===== src/rtl/fmqd_pkg.sv =====
// Shared types, widths and the CORDIC arctangent table for the FM discriminator.
// Every module of the block imports this package; it depends on nothing else.
package fmqd_pkg;

  localparam int SAMPLE_WIDTH  = 16;
  localparam int CORDIC_STAGES = 16;

  localparam int IN_DATA_WIDTH = ((2 * SAMPLE_WIDTH + 7) / 8) * 8;
  localparam int OUT_WIDTH     = 16;
  localparam int GAIN_WIDTH    = 16;
  localparam logic [GAIN_WIDTH-1:0] GAIN_RESET = 16'd4096;

  // Conjugate product needs 2*SW+1 bits; CORDIC gain and negation need two more.
  localparam int PROD_WIDTH  = 2 * SAMPLE_WIDTH;
  localparam int XY_WIDTH    = 2 * SAMPLE_WIDTH + 3;
  // Angle in units of pi/2^20; magnitude stays below 2^21.
  localparam int Z_WIDTH     = 22;
  localparam int SHIFT_WIDTH = $clog2(CORDIC_STAGES);
  localparam logic signed [Z_WIDTH-1:0] ANGLE_PI = Z_WIDTH'(1048576);

  localparam int SCALE_WIDTH = Z_WIDTH + GAIN_WIDTH + 1;
  localparam int ROUND_SHIFT = 17;

  localparam int ATAN_ENTRIES = 24;
  localparam logic [19:0] ATAN_TABLE [ATAN_ENTRIES] = '{
    20'd262144, 20'd154753, 20'd81767, 20'd41506, 20'd20834, 20'd10427,
    20'd5215,   20'd2608,   20'd1304,  20'd652,   20'd326,   20'd163,
    20'd81,     20'd41,     20'd20,    20'd10,    20'd5,     20'd3,
    20'd1,      20'd1,      20'd0,     20'd0,     20'd0,     20'd0
  };

  // Sideband that travels with each item down the pipeline.
  typedef struct packed {
    logic valid;
    logic last;
    logic zero;
  } fmqd_side_t;

  function automatic logic signed [Z_WIDTH-1:0] cordic_atan(input int unsigned k);
    logic signed [Z_WIDTH-1:0] val;
    val = '0;
    if (k < ATAN_ENTRIES) begin
      val = Z_WIDTH'(ATAN_TABLE[k]);
    end
    return val;
  endfunction

endpackage


===== src/rtl/fmqd_xprod.sv =====
// Conjugate product of the new sample with the previous one, then the
// quadrant fold that sets up the CORDIC. Depends on fmqd_pkg.
module fmqd_xprod (
  input  logic                                     clk,
  input  logic                                     rst_n,
  input  logic                                     en,
  input  logic                                     take,
  input  logic                                     last_i,
  input  logic signed [fmqd_pkg::SAMPLE_WIDTH-1:0] i_i,
  input  logic signed [fmqd_pkg::SAMPLE_WIDTH-1:0] q_i,
  output fmqd_pkg::fmqd_side_t                     side_o,
  output logic signed [fmqd_pkg::XY_WIDTH-1:0]     x_o,
  output logic signed [fmqd_pkg::XY_WIDTH-1:0]     y_o,
  output logic signed [fmqd_pkg::Z_WIDTH-1:0]      z_o
);
  import fmqd_pkg::*;

  logic signed [SAMPLE_WIDTH-1:0] prev_i_r, prev_q_r;
  logic signed [PROD_WIDTH-1:0]   p_ii_r, p_qq_r, p_qi_r, p_iq_r;
  fmqd_side_t                     side1_r, side2_r;
  logic signed [XY_WIDTH-1:0]     re, im, x_nxt, y_nxt, x_r, y_r;
  logic signed [Z_WIDTH-1:0]      z_nxt, z_r;

  // The previous sample is updated only by an accepted item.
  always_ff @(posedge clk) begin
    if (!rst_n) begin
      prev_i_r <= '0;
      prev_q_r <= '0;
    end else if (take) begin
      prev_i_r <= i_i;
      prev_q_r <= q_i;
    end
  end

  always_ff @(posedge clk) begin
    if (!rst_n) begin
      side1_r <= '0;
      side2_r <= '0;
    end else if (en) begin
      side1_r <= '{valid: take, last: last_i, zero: 1'b0};
      side2_r <= '{valid: side1_r.valid, last: side1_r.last, zero: (re == '0) && (im == '0)};
    end
  end

  always_ff @(posedge clk) begin
    if (en) begin
      p_ii_r <= PROD_WIDTH'(i_i) * PROD_WIDTH'(prev_i_r);
      p_qq_r <= PROD_WIDTH'(q_i) * PROD_WIDTH'(prev_q_r);
      p_qi_r <= PROD_WIDTH'(q_i) * PROD_WIDTH'(prev_i_r);
      p_iq_r <= PROD_WIDTH'(i_i) * PROD_WIDTH'(prev_q_r);
      x_r    <= x_nxt;
      y_r    <= y_nxt;
      z_r    <= z_nxt;
    end
  end

  // A vector in the left half plane is turned by pi toward the right half.
  always_comb begin
    re    = XY_WIDTH'(p_ii_r) + XY_WIDTH'(p_qq_r);
    im    = XY_WIDTH'(p_qi_r) - XY_WIDTH'(p_iq_r);
    x_nxt = re;
    y_nxt = im;
    z_nxt = '0;
    if (re[XY_WIDTH-1]) begin
      x_nxt = -re;
      y_nxt = -im;
      z_nxt = im[XY_WIDTH-1] ? -ANGLE_PI : ANGLE_PI;
    end
  end

  assign side_o = side2_r;
  assign x_o    = x_r;
  assign y_o    = y_r;
  assign z_o    = z_r;

endmodule


===== config.mk =====
export PLATFORM = sky130hd
export DESIGN_NAME = fmqd_xprod
export DESIGN_NICKNAME = d
export VERILOG_FILES = /design/src/rtl/fmqd_pkg.sv /design/src/rtl/fmqd_xprod.sv
export SDC_FILE = /design/constraint.sdc
export NUM_CORES = 2
export LEC_CHECK = 0
export BUFFER_PORTS_ARGS = -buffer_cell sky130_fd_sc_hd__buf_2
export CAP_MARGIN = 20
export CORE_ASPECT_RATIO = 0.75
export CORE_MARGIN = 10
export CORE_UTILIZATION = 55
export DETAILED_ROUTE_END_ITERATION = 7
export HOLD_SLACK_MARGIN = 0.1
export PLACE_DENSITY = 0.76
export SYNTH_ARGS = -nofsm -noshare
export SYNTH_HDL_FRONTEND = slang
export SYNTH_SLANG_ARGS = --single-unit

===== constraint.sdc =====
create_clock -name clk -period 23.6 [get_ports clk]
set_clock_uncertainty 0.05 [all_clocks]
set_input_delay 7.08 -clock clk [delete_from_list [all_inputs] [get_ports clk]]
set_output_delay 7.08 -clock clk [all_outputs]
set_load 0.03 [all_outputs]

Word level (Yosys, flattened, before mapping)

Cells that the tools add are included.

Add/sub/neg operators: 4
$mul: 4
Muxes and demuxes: 3
Reductions and logical operators: 3

Operator list:

| operator            | number |
|---|---|
| $mul A16 B16 Y32    | 4 |
| $logic_not A35 Y1   | 2 |
| $neg A33 Y35        | 2 |
| $mux W35            | 1 |
| $mux W34            | 1 |
| $add A32 B32 Y33    | 1 |
| $sub A32 B32 Y33    | 1 |
| $mux W22            | 1 |
| $logic_and A1 B1 Y1 | 1 |

Register bits: 257
Logic and storage cells: 29

Depth between registers and ports, before layout

Word-level depth: 3
Depth in mapped cells: 26

Worst setup path before layout

Ideal clock, no wire load.

Path type: input to register
Start: in i_i[15] (netlist bit)
End: reg p_ii_r[31] (data pin)
Library setup time: 0.260 ns
Data arrival time: 12.997 ns
Required time: 23.290 ns
Setup slack: 10.294 ns
Stages: 25
Path buffers: 1
Path through: clkbuf_1 > nand2_1 > inv_1 > fa_1 > inv_1 > fa_1 > fa_1 > inv_1 > fa_1 > fa_1 > inv_1 > fa_1 > inv_1 > ha_1 > a21o_1 > a21o_1 > a21oi_1 > o21ai_0 > or3_1 > or3_1 > a31o_2 > a31oi_1 > o2111ai_1 > a21oi_1 > xnor2_1

Cells in the longest elaborated chain, start to end: 1

RTL lines:

| what                   | line             | RTL |
|---|---|---|
| start: declaration     | fmqd_xprod.sv:9  | `input logic signed [fmqd_pkg::SAMPLE_WIDTH-1:0] i_i,` |
| $mul A16 B16 Y32       | fmqd_xprod.sv:47 | `p_ii_r <= PROD_WIDTH'(i_i) * PROD_WIDTH'(prev_i_r);` |
| end signal: assignment | fmqd_xprod.sv:47 |  |
| end: declaration       | fmqd_xprod.sv:19 | `logic signed [PROD_WIDTH-1:0] p_ii_r, p_qq_r, p_qi_r, p_iq_r;` |

No other way between the ends.
A chain may end at the register's enable or synchronous reset.

Worst setup path in the final report

Start: in q_i[15] (netlist bit)
End: reg p_qi_r[31] (data pin)

Cells in the longest elaborated chain, start to end: 1

RTL lines:

| what                   | line             | RTL |
|---|---|---|
| start: declaration     | fmqd_xprod.sv:10 | `input logic signed [fmqd_pkg::SAMPLE_WIDTH-1:0] q_i,` |
| $mul A16 B16 Y32       | fmqd_xprod.sv:49 | `p_qi_r <= PROD_WIDTH'(q_i) * PROD_WIDTH'(prev_i_r);` |
| end signal: assignment | fmqd_xprod.sv:49 |  |
| end: declaration       | fmqd_xprod.sv:19 |  |

No other way between the ends.

==> results.tsv <==
metric	value	unit
cts-resized-gates	0	
drive_above_1_share	0.0472	
area_growth	5.21	%
critPathRequiredTime	23.87	ns
gr-total-overflow	0	
path_class	input port to flip-flop	
crit_fanout	33	
timing.final.crit_share	0.582	
numCtsBuffers	34	
slowest_delay	0.63	ns
hold_violations	0	
pre_cts_slack	9.38	ns
ios	132	
cts_tree	yes	
finalSetupTns	0	ns
synth_mux_area_frac	0.00794	
cellLeakagePower	27.2	nW
synth-seq-cells	237	
cpLargestDelayFamily	adder cells	
core-area	0.0935	mm^2
status	finished, final reports clean	
nets	6901	
syn_area_per_cell	9.50	um^2
clockRootBuffer	clkbuf_16	
gp_congestion	0.897	
syn-instance-count	5454	
max_freq	0.0729	GHz
cts_buffer_depth	3	
vias	36800	
grt_use_total	0.244	
yosysWarningCount	0	
cp_num_buf_inv	4	
hold_path_class	flip-flop to flip-flop	
hold_depth	2	
cp_slowest_cell	buf_2	
hold_ws	0.458	ns
r2r_start	prev_i_r[3]	
grt_max_degree	89	
cts_hold_buf	0	
drt-total-wl	126000	um
design_area	0.0545	mm^2
grt_setup_unrepaired	false	
dieArea	0.107	mm^2
async_reset_ff_frac	0	
path_cells	buf_2, nand2_1, inv_1, fa_1, fa_1, fa_1, fa_1, fa_1, inv_1, fa_1, inv_1, ha_1, a21oi_1, o21ai_0, a21oi_1, o21a_1, o31ai_1, a31o_2, and2_1, o41a_1, a211oi_1, a21oi_1, xnor2_1	
maxSlewHeadroom	0.323	
synth_fa_ha_area_frac	0.501	
cts_sinks	237	
placed_area	0.0533	mm^2
viasPerCell	5.51	
rows	97	
die_h	286	um
htreeDepth	2	
arrival	14.00	ns
route.detailed.drc	0	
ff2ff_setup_slack	15.81	ns
io_buffer_count	111	
slew_violations	0	
clkSlewWorstSetupHoldPaths	0.06	ns
r2r_cells	23	
synth_xor_area_frac	0.0424	
initial_utilization	0.555	
power.density	117	mW/mm^2
nFillCells	7953	
tightest_slew	1.02	ns
synth.cell_area	0.0518	mm^2
dieWidth	374	um
synth.distinct_cells	83	
synth_enable_flop_cells	200	
drt_pass1_iterations	6	
r2r-end	p_ii_r[31]	
synth_compound_area_frac	0.0685	
hold_end	side_o[0]	
yosysSeqAreaShare	0.130	
startpoint	q_i[15]	
grt_pass1_wl	211000	um
dp_hpwl	97700	um
critPathCaptureType	flip-flop	
synth_ff_type	edfxtp_1	
ir_worst_vdd	115	uV
cts_setup_buffers	0	
setup_viol	0	
grt_pass1_vias	39400	
fin_crit	13.72	ns
drt_iter0_markers	2999	
antenna_found_initial	9	
worst_setup_path_start_kind	input port	
wl_per_cell	18.9	um
postRouteAntennaNets	0	
synth_top_family_by_area	adder cells	
cp_common_cell	fa_1	
timing.final.ws_setup	9.88	ns
min_from	side_o[0]	
maxCapViolCount	0	
clk_latency	0.61	ns
synth_simple_gate_area_frac	0.141	
[cell usage in the layout (no fill, tap or decap), types with 40 or more instances in the layout]
| master | synthesis | routed |
|---|---|---|
| inv_1 | 1228 | 1228 |
| fa_1 | 1050 | 1050 |
| nand2_1 | 562 | 562 |
| and2_1 | 512 | 512 |
| ha_1 | 396 | 396 |
| edfxtp_1 | 200 | 200 |
| xnor2_1 | 193 | 193 |
| a21oi_1 | 162 | 162 |
| nor2_1 | 160 | 160 |
| buf_2 | 3 | 110 |
| o21ai_0 | 107 | 107 |
| a21o_1 | 58 | 58 |
| xor2_1 | 58 | 58 |
| nor2b_1 | 49 | 49 |
| mux2i_1 | 40 | 40 |
| buf_4 | 24 | 40 |
[Yosys cell counts (6+ instances only)]
master | count | share of area
xnor2_1 | 193 | 0.033
a41oi_1 | 7 | 0.0012
a211o_1 | 6 | 0.0010
or3_1 | 14 | 0.0017
o21ai_0 | 107 | 0.010
or2_2 | 12 | 0.0014
o31ai_1 | 18 | 0.0026
buf_4 | 24 | 0.0035
a31o_2 | 7 | 0.0012
dfxtp_1 | 37 | 0.014
inv_1 | 1228 | 0.089
nand2_1 | 562 | 0.041
o21bai_1 | 29 | 0.0042
o31a_1 | 7 | 0.0012
a2111oi_0 | 6 | 0.0010
o211ai_1 | 10 | 0.0014
nor2_1 | 160 | 0.012
nor3_1 | 34 | 0.0033
nand2b_1 | 27 | 0.0033
nor2b_1 | 49 | 0.0059
o21a_1 | 24 | 0.0035
a21boi_0 | 13 | 0.0019
a21o_1 | 58 | 0.0084
ha_1 | 396 | 0.096
xor2_1 | 58 | 0.0098
and2_1 | 512 | 0.062
edfxtp_1 | 200 | 0.12
mux2i_1 | 40 | 0.0077
or4_1 | 6 | 0.00087
clkbuf_1 | 214 | 0.015
a21oi_1 | 162 | 0.016
nand4_1 | 12 | 0.0014
and3_1 | 14 | 0.0017
nand3_1 | 30 | 0.0029
fa_1 | 1050 | 0.41
a31oi_1 | 23 | 0.0028
a211oi_1 | 20 | 0.0029
[area by class of cell]
cell class                 count  area [um^2]  share of cell area
sequential                   237         6760               0.124
inverter                    1229         4610              0.0846
antenna                        3         7.51            0.000138
multi-input combinational   3765        39500               0.725
tap                         1237         1550              0.0284
clock buffer                  41          907              0.0166
timing repair buffer         151          866              0.0159
clock inverter                21          303             0.00555
[state kept, by name, summed over array words and instances (netlist names)]
| name | count |
|---|---|
| p_qq_r | 32 |
| y_o | 35 |
| p_ii_r | 32 |
| prev_i_r | 16 |
| z_o | 2 |
| side_o | 3 |
| prev_q_r | 16 |
| p_iq_r | 32 |
| p_qi_r | 32 |
| side1_r | 2 |
| x_o | 35 |
[how the worst max path moves through the flow]
stage / slack [ns] / depth (start not counted) / end
2_1_floorplan: 10.29 / 25 / p_ii_r[31]
3_3_place_gp: 9.51 / 23 / p_qi_r[31]
3_5_place_dp: 9.38 / 23 / p_qi_r[31]
4_1_cts: 9.97 / 23 / p_qi_r[31]
5_1_grt: 9.45 / 21 / p_iq_r[22]
6_report: 9.88 / 23 / p_qi_r[31]
[worst reg2reg max path, cell delays in order (launching register included)]
cell       delay [ns]
dfxtp_1          0.93
buf_4            0.40
and2_1           0.21
fa_1             0.54
fa_1             0.53
inv_1            0.05
fa_1             0.50
inv_1            0.05
fa_1             0.52
fa_1             0.52
inv_1            0.06
fa_1             0.48
inv_1            0.05
ha_1             0.36
a21o_1           0.22
a21oi_1          0.15
o21ai_0          0.15
or3_1            0.32
or3_1            0.34
a31o_2           0.28
a31oi_1          0.34
o2111ai_1        0.18
a21oi_1          0.20
xnor2_1          0.10
[per-stage QoR]
stage	std cells	power (mW)	utilization
floorplan	5475	4.51	-
global placement	6619	5.61	0.571
detailed placement	6619	5.74	0.571
CTS	6681	6.36	0.584
global route	6683	7.00	0.584
finish	6684	6.39	0.584
[cells by family after synthesis]
logic type,Yosys count
xor+xnor,251
simple gates,1458
flops,237
buf+inv,1473
fa+ha+maj,1446
other cells,1
mux,41
compound gates,547
[per-layer routing]
layer | vias to the layer above | GRT usage | wire (um) | part of all wire
met5 | - | 0 | 100 | 0.00079
met4 | 14 | 0.0693 | 3730 | 0.029
met3 | 219 | 0.0463 | 11200 | 0.088
met2 | 1490 | 0.373 | 55800 | 0.44
met1 | 18700 | 0.353 | 55600 | 0.44
li1 | 16500 | - | - | -
[where the power goes]
group          switching, mW  internal (mW)  leakage, nW
clock network          0.244          0.328        0.589
logic                   2.96           1.90         24.3
registers             0.0938          0.866         2.28
total                   3.30           3.09         27.2
(Power assumes the default switching activity.)
