[src/rtl/fmqd_pkg.sv]
// Shared types, widths and the CORDIC arctangent table for the FM discriminator.
// Every module of the block imports this package; it depends on nothing else.
package fmqd_pkg;

  localparam int SAMPLE_WIDTH  = 16;
  localparam int CORDIC_STAGES = 16;

  localparam int IN_DATA_WIDTH = ((2 * SAMPLE_WIDTH + 7) / 8) * 8;
  localparam int OUT_WIDTH     = 16;
  localparam int GAIN_WIDTH    = 16;
  localparam logic [GAIN_WIDTH-1:0] GAIN_RESET = 16'd4096;

  // Conjugate product needs 2*SW+1 bits; CORDIC gain and negation need two more.
  localparam int PROD_WIDTH  = 2 * SAMPLE_WIDTH;
  localparam int XY_WIDTH    = 2 * SAMPLE_WIDTH + 3;
  // Angle in units of pi/2^20; magnitude stays below 2^21.
  localparam int Z_WIDTH     = 22;
  localparam int SHIFT_WIDTH = $clog2(CORDIC_STAGES);
  localparam logic signed [Z_WIDTH-1:0] ANGLE_PI = Z_WIDTH'(1048576);

  localparam int SCALE_WIDTH = Z_WIDTH + GAIN_WIDTH + 1;
  localparam int ROUND_SHIFT = 17;

  localparam int ATAN_ENTRIES = 24;
  localparam logic [19:0] ATAN_TABLE [ATAN_ENTRIES] = '{
    20'd262144, 20'd154753, 20'd81767, 20'd41506, 20'd20834, 20'd10427,
    20'd5215,   20'd2608,   20'd1304,  20'd652,   20'd326,   20'd163,
    20'd81,     20'd41,     20'd20,    20'd10,    20'd5,     20'd3,
    20'd1,      20'd1,      20'd0,     20'd0,     20'd0,     20'd0
  };

  // Sideband that travels with each item down the pipeline.
  typedef struct packed {
    logic valid;
    logic last;
    logic zero;
  } fmqd_side_t;

  function automatic logic signed [Z_WIDTH-1:0] cordic_atan(input int unsigned k);
    logic signed [Z_WIDTH-1:0] val;
    val = '0;
    if (k < ATAN_ENTRIES) begin
      val = Z_WIDTH'(ATAN_TABLE[k]);
    end
    return val;
  endfunction

endpackage

[src/rtl/fmqd_scale.sv]
// Gain multiply of the angle, round half up and saturation to 16 bits; a zero product gives zero.
// Depends on fmqd_pkg.
module fmqd_scale (
  input  logic                                     clk,
  input  logic                                     rst_n,
  input  logic                                     en,
  input  logic [fmqd_pkg::GAIN_WIDTH-1:0]          gain_i,
  input  fmqd_pkg::fmqd_side_t                     side_i,
  input  logic signed [fmqd_pkg::Z_WIDTH-1:0]      z_i,
  output fmqd_pkg::fmqd_side_t                     side_o,
  output logic signed [fmqd_pkg::OUT_WIDTH-1:0]    mpx_o,
  output logic                                     sat_o
);
  import fmqd_pkg::*;

  localparam int QW = SCALE_WIDTH - ROUND_SHIFT;
  localparam logic signed [QW-1:0] Q_MAX = QW'((1 << (OUT_WIDTH - 1)) - 1);
  localparam logic signed [QW-1:0] Q_MIN = -QW'(1 << (OUT_WIDTH - 1));
  localparam logic signed [SCALE_WIDTH-1:0] ROUND_BIAS = SCALE_WIDTH'(1 << (ROUND_SHIFT - 1));

  fmqd_side_t                    side_r;
  logic signed [SCALE_WIDTH-1:0] prod_r, rnd;
  logic signed [QW-1:0]          q;

  always_ff @(posedge clk) begin
    if (!rst_n) begin
      side_r <= '0;
    end else if (en) begin
      side_r <= side_i;
    end
  end

  always_ff @(posedge clk) begin
    if (en) begin
      prod_r <= SCALE_WIDTH'(z_i) * SCALE_WIDTH'($signed({1'b0, gain_i}));
    end
  end

  always_comb begin
    rnd   = prod_r + ROUND_BIAS;
    q     = $signed(rnd[SCALE_WIDTH-1:ROUND_SHIFT]);
    mpx_o = q[OUT_WIDTH-1:0];
    sat_o = 1'b0;
    if (side_r.zero) begin
      mpx_o = '0;
    end else if (q > Q_MAX) begin
      mpx_o = Q_MAX[OUT_WIDTH-1:0];
      sat_o = 1'b1;
    end else if (q < Q_MIN) begin
      mpx_o = Q_MIN[OUT_WIDTH-1:0];
      sat_o = 1'b1;
    end
  end

  assign side_o = side_r;

endmodule

[config.mk]
export PLATFORM = sky130hd
export DESIGN_NAME = fmqd_scale
export DESIGN_NICKNAME = d
export VERILOG_FILES = /design/src/rtl/fmqd_pkg.sv /design/src/rtl/fmqd_scale.sv
export SDC_FILE = /design/constraint.sdc
export NUM_CORES = 1
export LEC_CHECK = 0
export BUFFER_PORTS_ARGS = -buffer_cell sky130_fd_sc_hd__buf_4
export CAP_MARGIN = 20
export CORE_MARGIN = 5
export CORE_UTILIZATION = 35
export DETAILED_ROUTE_END_ITERATION = 12
export PLACE_DENSITY = 0.55
export SLEW_MARGIN = 20
export SYNTH_ARGS = -nofsm -noshare
export SYNTH_HDL_FRONTEND = slang
export SYNTH_SLANG_ARGS = --single-unit
[constraint.sdc]
create_clock -name clk -period 18.5 [get_ports clk]
set_input_delay 3.7 -clock clk [delete_from_list [all_inputs] [get_ports clk]]
set_output_delay 3.7 -clock clk [all_outputs]
set_load 0.005 [all_outputs]
# Word level (Yosys, flattened, before mapping)
# Index checks and enable logic that the tools add are counted.
dict set report totals {
  in_bits 44
  regBits 42
  elab_cells 14
}
dict set report classes {
  n_mul 1
  magnitude_cmp 2
  muxes 6
  n_addsub 1
}
# operator n
set ops {}
lappend ops {{$mux W16} 3}
lappend ops {{$add A39 B18 Y39 const B} 1}
lappend ops {{$mul A22 B17 Y39} 1}
lappend ops {{$gt A22 B16 Y1 const B} 1}
lappend ops {{$lt A22 B16 Y1 const B} 1}
lappend ops {{$mux W1} 3}

# Depth between registers and ports, before layout
# Gate-level depths: netlist of run 1.
dict set report depth {
  word_depth 5
  ltp_mapped 24
  ltp_nobuf 23
}

# Worst setup path before layout of run 1
# Ideal clock, no wire load.
dict set report synth_path {
  kind {in2reg}
  from {input gain_i[2] in the netlist's numbering}
  to {register prod_r[38], data pin}
  arrival_time_ps 9431
  required_time_ps 18236
  stages 20
  setup_ps 264
  slack_ps 8804
  path_cell_list {clkbuf_1 nand2_1 fa_1 fa_1 inv_1 fa_1 fa_1 fa_1 inv_1 fa_1 inv_1 ha_1 and4_1 a41oi_1 o211ai_1 a31o_1 nor2_2 nor2_1 a2111oi_2 xnor2_1}
}
dict set report synth_via {
  elab_chain_len 1
}
# element line_no
set synth_lines {}
lappend synth_lines {{from (decl)} fmqd_scale.sv:7} ;# input logic [fmqd_pkg::GAIN_WIDTH-1:0] gain_i,
lappend synth_lines {{$mul A22 B17 Y39} fmqd_scale.sv:35} ;# prod_r <= SCALE_WIDTH'(z_i) * SCALE_WIDTH'($signed({1'b0, gain_i}));
lappend synth_lines {{to (signal assigned)} fmqd_scale.sv:35}
lappend synth_lines {{to (decl)} fmqd_scale.sv:22} ;# logic signed [SCALE_WIDTH-1:0] prod_r, rnd;
# Every way passes these cells.
# A chain may end at the register's enable or synchronous reset.

# Worst setup path in the final report of run 1
dict set report layout_path {
  from {input gain_i[3] in the netlist's numbering}
  to {register prod_r[38], data pin}
}
# The elaborated chain is that of the path after synthesis.

==> impl_metrics.yaml, run 1 <==
clocking:
  post_cts_buffers: 0
  cts_hold_buf: 0
  cts_root_buffer: "clkbuf_16"
  clkTransAtPathRegs_ns: 0.07
  cts.sinks: 26
  cts_resized: 0
  cts_max_level: 1
  cts_tree: "done"
  clockBufferDepth: 2
  clock_latency_ns: 0.26
  cts_buffers: 3
synthesis:
  postSynthAreaPerCell_um2: 9.04
  synthesis.nets: 2023
  netlist_area_um2: 13900
  synth_seq_area_share_pct: 5.40
  synth.top_cell.area_share_pct: 50.0
  synth-seq-cells: 26
  synthCells: 1536
  synth_area_leaders: "fa_1 50%, inv_1 12%, ha_1 8.6%, and2_1 6.4%, nand2_1 6.1%"
  ys_warn_count: 0
  synth_cell_types: 50
  synth_top_area_cell: "fa_1"
layout:
  syn_to_final_growth_pct: 7.28
  final_common_cell: "inv_1"
  most-common-layout-cells: "437 x inv_1, 347 x fa_1, 227 x nand2_1"
  instances_no_fill: 2071
  final_layout_size_suffix_gt1_share_pct: 5.17
  n_antenna_cell: 0
  multi_input_area_um2: 11300
  n_fill_cell: 4071
  layout.nets: 2034
  seqCellArea_um2: 751
die:
  rows: 73
  core_area_um2: 39500
  fp.dieW_um: 209
  start_util_pct: 35.2
  die_h_um: 209
  pin_count: 64
  die_area_um2: 43800
min_path:
  hp-class: "reg -> reg"
  hold_path_startpoint: "side_o[1]"
  min_to: "side_o[1]"
  min_path_cells: 2
critical_path:
  critPathArrivalTime_ns: 9.86
  cp_slowest_cell: "fa_1"
  worst_path_largest_cell_delay_ns: 0.75
  cp.required_ns: 18.50
  startpoint_type: "input pin"
  end_kind: "flip-flop"
  r2r_end: "side_o[0]"
  path_class: "in -> reg"
  crit_chain: "buf_4 -> and2_1 -> inv_1 -> fa_1 -> fa_1 -> inv_1 -> fa_1 -> fa_1 -> fa_1 -> inv_1 -> fa_1 -> inv_1 -> ha_1 -> and4_1 -> a41oi_1 -> o211ai_1 -> a31o_1 -> nor2_2 -> nor2_1 -> a2111oi_2 -> xnor2_1"
  cpMostUsedCell: "fa_1"
  cpLargestDelayFamily: "adder cells"
  cp_max_fo: 22
  r2r_slack_ns: 17.79
  r2r_start: "side_o[0]"
  r2r_cells: 2
  critPathBufInv: 5
detailed_routing:
  drc_errors: 0
  detail_route.wl_per_cell_um: 16.1
  ant_nets: 0
  dr_total_vias: 9653
  routed_wl_um: 33400
  initialDrtViolationCount: 348
  via_per_inst: 4.66
  dr.pass1.iters: 5
sta:
  setup_tns_ns: 0
  tightest_slew_ns: 0.862
  fin_crit_ns: 9.85
  hold_violations: 0
  drv_slew: 0
  setup_viol: 0
  grt_setup_unrepaired: "false"
  fin_crit_sh_pct: 53.3
  holdWs_ns: 0.523
  fmax_ghz: 0.101
  fin_ws_ns: 8.65
  relSlewSlack_pct: 42.2
  fin_skew_ns: 0
global_route:
  grt_overflow: 0
  antenna_found_initial: 0
  track_usage_pct: 16.2
  grt_pass1_wl_um: 57700
  grt_start_max_net_pins: 27
  grt_pass1_vias: 11200
place:
  portBuffers: 63
  dp_cells: 2067
  place_ws_ns: 8.31
  place_hpwl_um: 27600
  place_congestion: 0.812
outcome:
  status: "finished, final reports clean"
run:
  drv_cap: 0
worst register-to-register path, stage by stage (launching register included):
cell and delay [ns]:
dfxtp_1 0.43, mux2i_1 0.10, nor2b_1 0.12
cells in the mapped netlist, drive strengths merged:
library cell	count
a31o	1
nand2b	4
clkbuf	55
nand2	227
or3	3
a211oi	5
and3	9
a21oi	25
nor3	8
o21ba	1
and4	7
nor2b	4
a31oi	3
edfxtp	23
o32ai	1
nand3	8
or4	1
inv	437
fa	347
nor2	23
a21o	5
nor3b	2
o211ai	5
mux2i	4
dfxtp	3
xnor2	28
o21a	6
a41oi	2
buf	2
or2	1
and2	142
xor2	16
a311oi	1
a22oi	1
ha	96
a2111oi	2
a21boi	1
o21ai	20
nand4	7
final cells by class:
type | instances | area share (%)
inverters | 437 | 11.0
flip-flops and latches | 26 | 5.04
well taps | 525 | 4.41
multi-input cells | 1016 | 75.7
clock inverters | 1 | 0.202
repair buffers | 63 | 3.17
clock buffers | 3 | 0.504
cell families (layout without fill, tap and decap cells):
kind of cell             after synthesis  count (layout)  synth area share (%)
AO/OA/AOI/OAI                         79              79                  3.63
flip-flops                            26              26                  5.40
buffers and inverters                494             504                  13.4
AND/OR/NAND/NOR                      446             446                  15.8
multiplexers                           4               4                 0.288
adder cells (fa/ha/maj)              443             443                  58.7
XOR/XNOR                              44              44                  2.77
routing by layer:
layer  GRT usage [%]  vias up  share of wire [%]
met2            30.2      193                 53
met3            1.59       40                4.1
met4            2.97        0                2.2
li1                -     4436                  -
met1            20.5     4984                 41
met5               0        -                  0
stage by stage:
step | area, µm² | util (%)
final | 14900 | 37.8
after global routing | 14900 | 37.8
after CTS | 14900 | 37.8
after detailed placement | 14800 | 37.5
after global placement | 14800 | 37.5
after floorplan | 13900 | -
state kept, by name, summed over array words and instances, names as in the netlist:
signal,count
prod_r,23
side_o,3
worst max-delay path by stage:
stage / depth (start not counted) / startpoint / to
floorplan: 20 / gain_i[2] / prod_r[38]
global placement: 21 / gain_i[3] / prod_r[38]
detailed placement: 21 / gain_i[3] / prod_r[38]
CTS: 21 / gain_i[3] / prod_r[38]
global route: 21 / gain_i[3] / prod_r[38]
finish: 21 / gain_i[3] / prod_r[38]
Power of run 1 is not shown: default switching activity piles up to over one toggle a cycle in this logic, so the estimate is an artifact.
==> run 2, diff against run 1 <==
Settings changed: ABC_AREA set to 1, PLACE_DENSITY 0.55 to 0.57.
Clock period 18.5 ns to 8.2 ns, I/O delays scaled along.
==> impl_metrics.yaml, run 2 <==
sta:
  hold_violations: 0
  fin_crit_sh_pct: 88.8
  fmax_ghz: 0.137
  setup_tns_ns: 0
  relSlewSlack_pct: 63.8
  grt_setup_unrepaired: "false"
  fin_crit_ns: 7.28
  tightest_slew_ns: 0.542
  setup_viol: 0
  fin_skew_ns: 0
  drv_slew: 0
clocking:
  cts_hold_buf: 0
  cts_buffers: 3
  clockBufferDepth: 2
  clkTransAtPathRegs_ns: 0.07
  cts_resized: 0
  cts_tree: "done"
  cts_max_level: 1
  post_cts_buffers: 0
  cts_root_buffer: "clkbuf_16"
  cts.sinks: 26
  clock_latency_ns: 0.26
synthesis:
  synth_area_leaders: "fa_1 45%, inv_1 16%, nand2_1 13%, ha_1 7.9%, edfxtp_1 4.5%"
  ys_async_sr_fraction_pct: 0
  synth_edf_count: 23
  synth_top_area_cell: "fa_1"
  synthCells: 2011
  synth_cell_types: 37
  postSynthAreaPerCell_um2: 7.60
  synthesis.nets: 2498
  synth-seq-cells: 26
  yosys_most_used_dff: "edfxtp_1"
  synth.top_cell.area_share_pct: 45.5
  netlist_area_um2: 15300
  ys_warn_count: 0
  synth_seq_area_share_pct: 4.91
  post-synth-top-count-cell: "inv_1"
  synthTopCellsByCount: "646 x inv_1, 527 x nand2_1, 347 x fa_1"
layout:
  final_common_cell: "inv_1"
  final_layout_size_suffix_gt1_share_pct: 4.35
  largest_reg_flops: 23
  syn_to_final_growth_pct: 6.44
  n_antenna_cell: 0
  most-common-layout-cells: "646 x inv_1, 527 x nand2_1, 347 x fa_1"
  layout.nets: 2489
  regMostFlops: "prod_r"
  n_fill_cell: 4586
detailed_routing:
  routed_wl_um: 36600
  dr.pass1.iters: 5
  ant_nets: 0
  dr_total_vias: 11700
  detail_route.wl_per_cell_um: 14.1
  initialDrtViolationCount: 605
  drc_errors: 0
  via_per_inst: 4.51
global_route:
  track_usage_pct: 16.1
  grt_pass1_vias: 13000
  grt_start_max_net_pins: 27
  grt_pass1_wl_um: 63900
  grt_overflow: 0
  antenna_found_initial: 0
critical_path:
  path_class: "in -> reg"
  startpoint_type: "input pin"
  cp.required_ns: 8.21
  critPathArrivalTime_ns: 7.29
  end_kind: "flip-flop"
  cp_max_fo: 22
die:
  fp.dieW_um: 219
  start_util_pct: 35.4
  die_area_um2: 47900
  rows: 76
  core_area_um2: 43200
  pin_count: 64
  die_h_um: 219
place:
  place_hpwl_um: 32800
  portBuffers: 63
  place_congestion: 0.878
run:
  drv_cap: 0
min_path:
  hp-class: "reg -> reg"
outcome:
  status: "finished, final reports clean"
run 2: cell types whose count changed after synthesis, sizes merged, moves of 17 or more:
cell,before,now
inv,437,646
nand3,8,34
nor2,23,86
nand2,227,530
a21oi,25,42
and2,142,2
run 2: final timing paths:
path / start / endpoint / slack [ns] / cells past startpoint
setup / recovery: gain_i[2] / prod_r[38] / 0.92 / 19
hold / removal: side_o[2] / side_o[2] / 0.51 / 2
setup reg to reg: side_o[0] / side_o[0] / 7.26 / 2
hold reg to reg: side_o[2] / side_o[2] / 0.51 / 2
run 2: stage by stage:
| stage | instance area (µm²) | util [%] | std cells | worst slack, ns | hold WS, ns |
|---|---|---|---|---|---|
| after floorplan | 15300 | - | 2011 | 0.921 | 0.487 |
| after global placement | 16200 | 37.5 | 2582 | 0.608 | 0.487 |
| after detailed placement | 16200 | 37.5 | 2582 | 0.594 | 0.504 |
| after CTS | 16300 | 37.7 | 2586 | 0.847 | 0.523 |
| after global routing | 16300 | 37.7 | 2586 | 0.383 | 0.573 |
| final | 16300 | 37.7 | 2586 | 0.919 | 0.511 |
run 2: critical path, stage by stage:
cell	delay, ns
buf_4	0.23
nand2_1	0.14
fa_1	0.83
fa_1	0.51
inv_1	0.37
fa_1	0.49
fa_1	0.47
fa_1	0.54
inv_1	0.05
fa_1	0.53
inv_1	0.04
ha_1	0.37
nand2_1	0.10
nor2_1	0.24
nand2_1	0.12
nor3_1	0.27
nand3_1	0.13
nand3_1	0.12
xnor2_1	0.07
run 2: cell families after synthesis:
group / Yosys count / share of synthesized area, %
buffers and inverters: 723 / 17.9
AND/OR/NAND/NOR: 680 / 18.0
adder cells (fa/ha/maj): 443 / 53.3
AO/OA/AOI/OAI: 99 / 3.62
XOR/XNOR: 40 / 2.29
flip-flops: 26 / 4.91
run 2: final cells by class:
class	count	area [µm²]	area share [%]
multi-input cells	1262	11800	72.5
repair buffers	63	473	2.91
well taps	585	732	4.50
clock buffers	4	88.8	0.546
flip-flops and latches	26	751	4.61
inverters	646	2420	14.9
run 2: per-layer routing:
layer | track usage, % | vias up | share of wire, %
li1 | - | 5603 | -
met3 | 0.662 | 42 | 2.8
met2 | 29.8 | 199 | 52
met1 | 21.5 | 5811 | 44
met4 | 2.45 | 0 | 1.5
met5 | 0 | - | 0
Power of run 2 is left out for the same reason.
