## src/rtl/fmqd_pkg.sv

```systemverilog
// Shared types, widths and the CORDIC arctangent table for the FM discriminator.
// Every module of the block imports this package; it depends on nothing else.
package fmqd_pkg;

  localparam int SAMPLE_WIDTH  = 16;
  localparam int CORDIC_STAGES = 16;

  localparam int IN_DATA_WIDTH = ((2 * SAMPLE_WIDTH + 7) / 8) * 8;
  localparam int OUT_WIDTH     = 16;
  localparam int GAIN_WIDTH    = 16;
  localparam logic [GAIN_WIDTH-1:0] GAIN_RESET = 16'd4096;

  // Conjugate product needs 2*SW+1 bits; CORDIC gain and negation need two more.
  localparam int PROD_WIDTH  = 2 * SAMPLE_WIDTH;
  localparam int XY_WIDTH    = 2 * SAMPLE_WIDTH + 3;
  // Angle in units of pi/2^20; magnitude stays below 2^21.
  localparam int Z_WIDTH     = 22;
  localparam int SHIFT_WIDTH = $clog2(CORDIC_STAGES);
  localparam logic signed [Z_WIDTH-1:0] ANGLE_PI = Z_WIDTH'(1048576);

  localparam int SCALE_WIDTH = Z_WIDTH + GAIN_WIDTH + 1;
  localparam int ROUND_SHIFT = 17;

  localparam int ATAN_ENTRIES = 24;
  localparam logic [19:0] ATAN_TABLE [ATAN_ENTRIES] = '{
    20'd262144, 20'd154753, 20'd81767, 20'd41506, 20'd20834, 20'd10427,
    20'd5215,   20'd2608,   20'd1304,  20'd652,   20'd326,   20'd163,
    20'd81,     20'd41,     20'd20,    20'd10,    20'd5,     20'd3,
    20'd1,      20'd1,      20'd0,     20'd0,     20'd0,     20'd0
  };

  // Sideband that travels with each item down the pipeline.
  typedef struct packed {
    logic valid;
    logic last;
    logic zero;
  } fmqd_side_t;

  function automatic logic signed [Z_WIDTH-1:0] cordic_atan(input int unsigned k);
    logic signed [Z_WIDTH-1:0] val;
    val = '0;
    if (k < ATAN_ENTRIES) begin
      val = Z_WIDTH'(ATAN_TABLE[k]);
    end
    return val;
  endfunction

endpackage

```

## src/rtl/fmqd_cordic_cell.sv

```systemverilog
// One vectoring CORDIC micro-rotation with its output registers.
// Shift amount and arctangent step come in as constants. Depends on fmqd_pkg.
module fmqd_cordic_cell (
  input  logic                                  clk,
  input  logic                                  rst_n,
  input  logic                                  en,
  input  logic [fmqd_pkg::SHIFT_WIDTH-1:0]      shift_i,
  input  logic signed [fmqd_pkg::Z_WIDTH-1:0]   atan_i,
  input  fmqd_pkg::fmqd_side_t                  side_i,
  input  logic signed [fmqd_pkg::XY_WIDTH-1:0]  x_i,
  input  logic signed [fmqd_pkg::XY_WIDTH-1:0]  y_i,
  input  logic signed [fmqd_pkg::Z_WIDTH-1:0]   z_i,
  output fmqd_pkg::fmqd_side_t                  side_o,
  output logic signed [fmqd_pkg::XY_WIDTH-1:0]  x_o,
  output logic signed [fmqd_pkg::XY_WIDTH-1:0]  y_o,
  output logic signed [fmqd_pkg::Z_WIDTH-1:0]   z_o
);
  import fmqd_pkg::*;

  fmqd_side_t                 side_r;
  logic signed [XY_WIDTH-1:0] dx, dy, x_nxt, y_nxt, x_r, y_r;
  logic signed [Z_WIDTH-1:0]  z_nxt, z_r;

  // Rotate toward the positive real axis: clockwise while y is non-negative.
  always_comb begin
    dx = y_i >>> shift_i;
    dy = x_i >>> shift_i;
    if (!y_i[XY_WIDTH-1]) begin
      x_nxt = x_i + dx;
      y_nxt = y_i - dy;
      z_nxt = z_i + atan_i;
    end else begin
      x_nxt = x_i - dx;
      y_nxt = y_i + dy;
      z_nxt = z_i - atan_i;
    end
  end

  always_ff @(posedge clk) begin
    if (!rst_n) begin
      side_r <= '0;
    end else if (en) begin
      side_r <= side_i;
    end
  end

  always_ff @(posedge clk) begin
    if (en) begin
      x_r <= x_nxt;
      y_r <= y_nxt;
      z_r <= z_nxt;
    end
  end

  assign side_o = side_r;
  assign x_o    = x_r;
  assign y_o    = y_r;
  assign z_o    = z_r;

endmodule

```

## config.mk

```make
export PLATFORM = sky130hd
export DESIGN_NAME = fmqd_cordic_cell
export DESIGN_NICKNAME = d
export VERILOG_FILES = /design/src/rtl/fmqd_pkg.sv /design/src/rtl/fmqd_cordic_cell.sv
export SDC_FILE = /design/constraint.sdc
export NUM_CORES = 1
export LEC_CHECK = 0
export BUFFER_PORTS_ARGS = -buffer_cell sky130_fd_sc_hd__buf_2
export CORE_MARGIN = 1.5
export CORE_UTILIZATION = 54
export CTS_BUF_LIST = sky130_fd_sc_hd__clkbuf_8
export CTS_CLUSTER_DIAMETER = 120
export DETAILED_ROUTE_END_ITERATION = 10
export PLACE_DENSITY_LB_ADDON = 0.12
export SYNTH_ARGS = -nofsm -noshare
export SYNTH_HDL_FRONTEND = slang
export SYNTH_SLANG_ARGS = --single-unit
```

## constraint.sdc

```tcl
create_clock -name clk -period 5.3 [get_ports clk]
set_clock_uncertainty 0.05 [all_clocks]
set_input_delay 0.265 -clock clk [delete_from_list [all_inputs] [get_ports clk]]
set_output_delay 0.265 -clock clk [all_outputs]
set_load 0.01 [all_outputs]
```

**Word-level counts from Yosys, hierarchy flattened**

Index checks and enable logic that the tools add are counted.

- Register bits after elaboration: 95
- Input bits: 124

- Multiplexer cells: 3
- Shifts and indexed selects: 2
- Add/subtract/negate cells: 6

Operators with widths:

| kind | count |
|---|---|
| adder 35 bit | 2 |
| 2-to-1 mux 35 bit | 2 |
| >>> shifter 35 x 4 -> 35 bit | 2 |
| subtractor 35 bit | 2 |
| adder 22 bit | 1 |
| 2-to-1 mux 22 bit | 1 |
| subtractor 22 bit | 1 |

**Depth between registers and ports, before layout**

Gate-level depths: netlist of run 1.

- Depth after elaboration: 3
- Depth in mapped cells: 25
- Mapped depth without buffers: 21

**Worst setup path after synthesis of run 1**

OpenSTA, ideal clock, no wires.

- Kind: input to register
- From: in shift_i[3] (netlist bit)
- To: reg x_r[34] (netlist: x_o[34]), data pin
- Data required time: 4.982 ns
- Setup slack: 0.221 ns
- Stages on the path: 24
- Data arrival time: 4.761 ns
- Path through: buf_2 > buf_6 > buf_2 > buf_4 > mux4_2 > mux2i_1 > inv_1 > ha_1 > nor2b_1 > and3_1 > a21oi_1 > xor2_1 > ha_1 > clkbuf_1 > nand2_1 > or2_2 > a211o_1 > nand3_1 > a211oi_1 > nor3_1 > o21a_1 > nor4_1 > o41ai_1 > xnor2_1

- Longest elaborated chain between the ends: 3
- Elaborated cells on any way between the ends: 4

Ends and longest elaborated chain:

| element | line | RTL |
|---|---|---|
| start: declaration | fmqd_cordic_cell.sv:7 | `input logic [fmqd_pkg::SHIFT_WIDTH-1:0] shift_i,` |
| >>> shifter 35 x 4 -> 35 bit (*) | fmqd_cordic_cell.sv:26 | `dx = y_i >>> shift_i;` |
| adder 35 bit or subtractor 35 bit (tied branches) | fmqd_cordic_cell.sv:29, fmqd_cordic_cell.sv:33 |  |
| 2-to-1 mux 35 bit (*) | fmqd_cordic_cell.sv:28 | `if (!y_i[XY_WIDTH-1]) begin` |
| via x_nxt[34] | fmqd_cordic_cell.sv:21 | `logic signed [XY_WIDTH-1:0] dx, dy, x_nxt, y_nxt, x_r, y_r;` |
| end signal: assignment | fmqd_cordic_cell.sv:49 | `x_r <= x_nxt;` |
| end: declaration | fmqd_cordic_cell.sv:21 |  |

The timed path passes the listed nets; every way through them passes the cells marked *.
A chain may end at the register's enable or synchronous reset.

**Final worst setup path of run 1**

- From: in shift_i[2] (netlist bit)
- To: reg y_r[34] (netlist: y_o[34]), data pin

- Longest elaborated chain between the ends: 3
- Elaborated cells on any way between the ends: 4

Ends and longest elaborated chain:

| element | line | RTL |
|---|---|---|
| >>> shifter 35 x 4 -> 35 bit (*) | fmqd_cordic_cell.sv:27 | `dy = x_i >>> shift_i;` |
| subtractor 35 bit or adder 35 bit (tied branches) | fmqd_cordic_cell.sv:30, fmqd_cordic_cell.sv:34 |  |
| 2-to-1 mux 35 bit (*) | fmqd_cordic_cell.sv:28 |  |
| via y_nxt[34] | fmqd_cordic_cell.sv:21 |  |
| end signal: assignment | fmqd_cordic_cell.sv:50 | `y_r <= y_nxt;` |
| end: declaration | fmqd_cordic_cell.sv:21 |  |

Marked as above.

==> impl_metrics.tcl, run 1 <==
set metrics [dict create \
    diodes 0 \
    drive_gt1_share_pct 26.5 \
    cp_max_fo 4 \
    synth_most_common_cell "nor2_1" \
    yosysTopAreaCellShare_pct 21.2 \
    p_switching_w 0.00158 \
    finalSetupTns_ns 0 \
    fin_util_pct 64.1 \
    finalHoldViolations 0 \
    rsz0062_at_grt "false" \
    syn_area_mm2 0.0130 \
    row_count 56 \
    area_growth_pct 15.8 \
    reg2reg_slack_ns 4.63 \
    ioPinCount 219 \
    clock-sinks 95 \
    rr_endpoint "side_o[2]" \
    syn_area_per_cell_um2 9.27 \
    drc 0 \
    synth_top_cell_by_area "edfxtp_1" \
    cp.arrival_ns 5.02 \
    nNetsFinal 1881 \
    n_fill_cell 2059 \
    grt_max_degree 55 \
    cp-start-kind "input pin" \
    overflow 0 \
    critPathTopFamily "compound AO/OA/AOI/OAI gates" \
    hold_path.class "in -> reg" \
    synthesis.nets 1625 \
    slew_violations 0 \
    yosysSeqAreaShare_pct 21.7 \
    cp.required_ns 5.39 \
    io_buffers 218 \
    r2r_cells 2 \
    critical_path.slowest_cell "mux4_2" \
    root_buffer "clkbuf_8" \
    ctsHoldBuffers 0 \
    grt_pass1_wl_um 58900 \
    dp_hpwl_um 29500 \
    p_seq_share_pct 29.7 \
    first_iter_violations 1080 \
    fin_crit_ns 4.93 \
    p_sw_share_pct 40.6 \
    synth-edff-count 92 \
    wl_um 37500 \
    ys_types 80 \
    power_density_mw_per_mm2 258 \
    htree_levels 3 \
    vdd_drop_max_uv 159 \
    dieHeight_um 158 \
    worstReg2RegStart "side_o[2]" \
    grtUsageTotal_pct 30.2 \
    post_cts_buffers 0 \
    maxSlewHeadroom_pct 54.9 \
    antenna_found_initial 0 \
    async_reset_ff_share_pct 0 \
    place_congestion 0.945 \
    yosys_warnings 0 \
    internal_power_w 0.00231 \
    clk-insertion-delay-late_ns 0.39 \
    ys_ff_latch 95 \
    grt_pass1_vias 11321 \
    cp-end-kind "register" \
    synthCells 1405 \
    pwr-share-clk_pct 11.9 \
    crit_type "in -> reg" \
    path_buf_inv 2 \
    hp-start "rst_n" \
    synth_area_leaders "edfxtp_1 (21%), mux4_2 (13%), ha_1 (8.9%)" \
    path_clk_slew_ns 0.10 \
    worstPathCellList "buf_2 > mux4_2 > mux2_2 > a222oi_1 > buf_4 > and3_1 > and3_1 > and2_1 > a41oi_1 > xnor2_1 > ha_1 > a21o_1 > a21oi_1 > o21ai_0 > a311o_1 > nand3_1 > nand3_1 > a211o_1 > a311oi_1 > xnor2_1" \
    clock_path_buffers 2 \
    cts_tree "built" \
    die_w_um 158 \
    numCtsBuffers 9 \
    status "finished clean" \
    dr.pass1.iters 7 \
    ys.flop_type "edfxtp_1" \
    start_util_pct 55.3 \
    max_freq_mhz 203 \
    wire_per_inst_um 18.9 \
    synth.top_cells.by_count "nor2_1 (141), xnor2_1 (117), a21oi_1 (116)" \
    hold_path_depth 2 \
    drv_cap 0 \
    pwr-share-comb_pct 58.3 \
    max_stage_delay_ns 0.52 \
    core_mm2 0.0235 \
    worst_pin_slew_ns 0.677 \
    leakage_nw 6.41 \
    vias 12083 \
    hold-path-endpoint "side_o[0]" \
    setup_viol 0 \
    postRouteAntennaNets 0 \
    post-route-period-util_pct 93.0 \
    die_area_mm2 0.0251 \
    avgViaCountPerCell 6.09 \
]
logic make-up after synthesis:
kind of cell | after synthesis | synth area share, %
flops | 95 | 21.7
simple gates | 410 | 15.1
xor+xnor | 160 | 10.8
compound gates | 355 | 17.5
mux | 179 | 21.4
buf+inv | 110 | 4.23
fa+ha+maj | 96 | 9.39
routing by layer:
| metal | share of wire (%) | GRT usage [%] | routed length, µm | up-vias |
|---|---|---|---|---|
| li1 | - | - | - | 5832 |
| met1 | 46 | 43.8 | 17100 | 5635 |
| met2 | 44 | 46.4 | 16400 | 556 |
| met3 | 8.7 | 5.14 | 3270 | 60 |
| met4 | 1.9 | 8.19 | 712 | 0 |
| met5 | 0 | 0 | 0 | - |
cells in the final DEF (no fill, tap or decap), types with 14 or more instances in the layout:
cell	instances
buf_2	215
nor2_1	141
xnor2_1	117
a21oi_1	116
nand2_1	96
ha_1	93
edfxtp_1	92
buf_4	88
mux2i_1	77
mux4_2	77
o21ai_0	58
inv_1	44
xor2_1	43
nor3_1	34
nand3_1	27
mux2_2	22
nor2b_1	21
a21o_1	21
and3_1	20
a31oi_1	20
o21a_1	20
o211ai_1	16
nand2b_1	14
what timing repair did:
action	CTS	global route
hold endpoints to repair	0	0
setup endpoints to repair	0	1
gates resized for setup	0	1
state kept, by name, indices dropped and copies added, names as in the netlist:
| signal | count |
|---|---|
| y_o | 35 |
| x_o | 35 |
| z_o | 22 |
| side_o | 3 |
cell type report:
class / count / area (µm²) / area share [%]
Clock buffer: 9 / 124 / 0.821
Tap cell: 319 / 399 / 2.65
Inverter: 46 / 173 / 1.14
Sequential cell: 95 / 2820 / 18.7
Clock inverter: 7 / 47.5 / 0.315
Multi-Input combinational cell: 1200 / 9660 / 64.0
Timing Repair Buffer: 309 / 1860 / 12.3
stage by stage:
stage / cell area (µm²) / power, W / instances / hold WS [ns] / setup slack, ns
global route: 15100 / 0.00418 / 1985 / 0.0488 / 0.00643
floorplan: 13000 / 0.00271 / 1405 / 0.327 / 0.221
finish: 15100 / 0.00389 / 1985 / 0.0606 / 0.372
CTS: 15100 / 0.00389 / 1985 / 0.0382 / 0.445
detailed placement: 14900 / 0.00339 / 1969 / 0.457 / 0.0214
global placement: 14900 / 0.00339 / 1969 / 0.447 / 0.0656
power by group through the flow:
stage	clock, W	sequential, W	combinational (W)
CTS	0.000480	0.00116	0.00225
global route	0.000505	0.00118	0.00250
finish	0.000464	0.00116	0.00227
floorplan	0	0.00129	0.00142
global placement	0	0.00117	0.00222
detailed placement	0	0.00117	0.00222
worst max-delay path by stage:
stage               startpoint       to  slack (ns)  cells after the start
floorplan           shift_i[3]  x_o[34]        0.22                     24
global placement    shift_i[2]  y_o[34]        0.07                     21
detailed placement  shift_i[1]  x_o[34]        0.02                     24
CTS                 shift_i[1]  x_o[34]        0.45                     24
global route        shift_i[2]  y_o[33]       0.006                     21
finish              shift_i[2]  y_o[34]        0.37                     20
worst reg2reg max path, delay by kind of cell (launching register included):
kind / cells / cell delay (ns)
flip-flops: 1 / 0.32
multiplexers: 1 / 0.13
AND/OR/NAND/NOR: 1 / 0.06
No activity file was read; power rests on OpenSTA's default activity.
==> run 2: changes to the inputs <==
--- a/config.mk
+++ b/config.mk
@@ -7,11 +7,12 @@
 export LEC_CHECK = 0
 export BUFFER_PORTS_ARGS = -buffer_cell sky130_fd_sc_hd__buf_2
 export CORE_MARGIN = 1.5
-export CORE_UTILIZATION = 54
+export CORE_UTILIZATION = 60
 export CTS_BUF_LIST = sky130_fd_sc_hd__clkbuf_8
 export CTS_CLUSTER_DIAMETER = 120
 export DETAILED_ROUTE_END_ITERATION = 10
 export PLACE_DENSITY_LB_ADDON = 0.12
+export RECOVER_POWER = 25
 export SYNTH_ARGS = -nofsm -noshare
 export SYNTH_HDL_FRONTEND = slang
 export SYNTH_SLANG_ARGS = --single-unit
==> constraint.sdc (replaced) <==
create_clock -name clk -period 5.5 [get_ports clk]
set_clock_uncertainty 0.05 [all_clocks]
set_input_delay 0.275 -clock clk [delete_from_list [all_inputs] [get_ports clk]]
set_output_delay 0.275 -clock clk [all_outputs]
set_load 0.01 [all_outputs]
==> run 2 against run 1 <==
The run now ends with max-capacitance violations, max-slew violations left. Design area fell by 2.0%. Global-route usage rose by 3.6 points. Flip-flop and latch count did not move. Combinational power fell by 6%. Via count rose by 0.81%. First-iteration DRC count fell by 8.8%. Die area fell by 9.8%. Utilization rose by 5.8 points. Critical path depth did not move. Non-clock buffer count fell by 30. Wire length rose by 1.4%. Largest cell class unchanged.
==> impl_metrics.tcl, run 2 (synthesis results as in run 1) <==
set metrics [dict create \
    worst_pin_slew_ns 2.22 \
    grtUsageTotal_pct 33.8 \
    die_area_mm2 0.0226 \
    cts_tree "built" \
    final_common_cell "buf_2" \
    antenna_found_initial 1 \
    die_w_um 150 \
    pwr-share-comb_pct 56.5 \
    core_mm2 0.0212 \
    p_switching_w 0.00156 \
    root_buffer "clkbuf_8" \
    n_fill_cell 1699 \
    vias 12181 \
    slew_violations 40 \
    grt_max_degree 58 \
    p_seq_share_pct 29.5 \
    drv_cap 1 \
    final_area_mm2 0.0148 \
    clock_path_buffers 2 \
    hold_path_depth 2 \
    place_congestion 1.01 \
    grt_pass1_vias 11594 \
    wire_per_inst_um 19.9 \
    fin_util_pct 69.9 \
    cp_max_fo 9 \
    first_iter_violations 985 \
    htree_levels 3 \
    violations "max-capacitance violations, max-slew violations" \
    worstReg2RegStart "side_o[0]" \
    vdd_drop_max_uv 180 \
    rsz0062_at_grt "false" \
    path_clk_slew_ns 0.11 \
    area_growth_pct 13.5 \
    reg2reg_slack_ns 4.84 \
    cp.required_ns 5.62 \
    crit_type "in -> reg" \
    post_cts_buffers 0 \
    cp-start-kind "input pin" \
    ioPinCount 219 \
    crit_top_cell "and3_1" \
    finalSetupTns_ns 0 \
    clock-sinks 95 \
    p_sw_share_pct 41.2 \
    hold-path-endpoint "side_o[1]" \
    hold_path.class "in -> reg" \
    numCtsBuffers 9 \
    nNetsFinal 1851 \
    max_freq_mhz 198 \
    postRouteAntennaNets 0 \
    critical_path.slowest_cell "mux4_2" \
    grt_pass1_wl_um 59800 \
    hp-start "rst_n" \
    max_stage_delay_ns 0.53 \
    final_cell_mix "buf_2 (183), nor2_1 (141), xnor2_1 (117), a21oi_1 (116), nand2_1 (96)" \
    dr.pass1.iters 7 \
    power_w 0.00380 \
    worstPathCellList "buf_2 > mux4_2 > mux2_2 > a222oi_1 > buf_4 > and3_1 > and3_1 > and2_1 > a21oi_1 > xnor2_1 > ha_1 > a21oi_1 > o21ai_0 > and3_1 > a311o_1 > nand3_1 > nand3_1 > a211o_1 > a311oi_1 > xnor2_1" \
    drc 0 \
    status "finished with violations" \
    start_util_pct 61.6 \
    pwr-share-clk_pct 14.0 \
    drive_gt1_share_pct 23.0 \
    maxSlewHeadroom_pct -48.1 \
    fin_crit_ns 5.05 \
    ctsHoldBuffers 0 \
    post-route-period-util_pct 91.8 \
    setup_viol 0 \
    row_count 53 \
    place_area_mm2 0.0146 \
    internal_power_w 0.00223 \
    dp_hpwl_um 29400 \
    clk-insertion-delay-late_ns 0.41 \
    cp.arrival_ns 5.17 \
    avgViaCountPerCell 6.37 \
    dieHeight_um 150 \
    r2r_cells 2 \
    power_density_mw_per_mm2 257 \
    finalHoldViolations 0 \
    io_buffers 218 \
    overflow 0 \
    cp-end-kind "register" \
    rr_endpoint "side_o[0]" \
    leakage_nw 6.18 \
    cts-resized-gates 0 \
    wl_um 38100 \
    holdWs_ns 0.0510 \
]
==> run 2: changes by cell type in the layout (fill, tap and decap cells not counted) <==
cell | before | now
a2111oi_1 | 0 | 1
a2111oi_2 | 1 | 0
buf_2 | 215 | 183
buf_4 | 88 | 57
bufinv_16 | 0 | 1
clkbuf_1 | 0 | 33
clkinv_2 | 2 | 0
diode_2 | 0 | 1
inv_8 | 0 | 1
==> run 2: how the worst max path moves through the flow <==
stage / start / endpoint / slack [ns] / cells past startpoint
floorplan: shift_i[3] / x_o[34] / 0.41 / 24
CTS: shift_i[1] / x_o[34] / 0.51 / 22
finish: shift_i[2] / y_o[34] / 0.45 / 20
global placement: shift_i[2] / y_o[34] / 0.06 / 20
detailed placement: shift_i[1] / x_o[34] / 0.09 / 22
global route: shift_i[1] / x_o[34] / 0.05 / 23
==> run 2: stage by stage <==
stage | worst slack [ns] | std cells
floorplan | 0.411 | 1405
CTS | 0.512 | 1911
global route | 0.0493 | 1911
detailed placement | 0.0909 | 1895
finish | 0.449 | 1912
global placement | 0.0557 | 1895
==> run 2: area by class of cell <==
type                    instances  area, µm²  area share [%]
well taps                     275        344            2.33
multi-input cells            1200       9650            65.3
clock buffers                   9        124           0.838
diodes                          1       2.50          0.0169
inverters                      46        173            1.17
repair buffers                279       1590            10.7
flip-flops and latches         95       2820            19.1
clock inverters                 7       78.8           0.533
==> run 2: critical path, delay by kind of cell <==
family	cells	cell delay, ns
adder cells (fa/ha/maj)	1	0.33
multiplexers	2	0.82
buffers and inverters	2	0.44
AND/OR/NAND/NOR	6	1.09
XOR/XNOR	2	0.32
AO/OA/AOI/OAI	7	1.90
==> run 2: metal layers <==
metal | routed length, µm | track usage, % | up-vias
met5 | 0 | 0 | -
met4 | 893 | 12.1 | 0
met3 | 3280 | 5.18 | 78
met2 | 17800 | 55.5 | 613
met1 | 16100 | 45.3 | 5716
li1 | - | - | 5774
==> run 2: power groups by stage <==
stage                     Combinational, W  Clock [W]  Sequential (W)
after global routing               0.00235   0.000559         0.00114
after floorplan                    0.00137          0         0.00124
final                              0.00214   0.000530         0.00112
after CTS                          0.00214   0.000532         0.00112
after global placement             0.00209          0         0.00113
after detailed placement           0.00212          0         0.00113
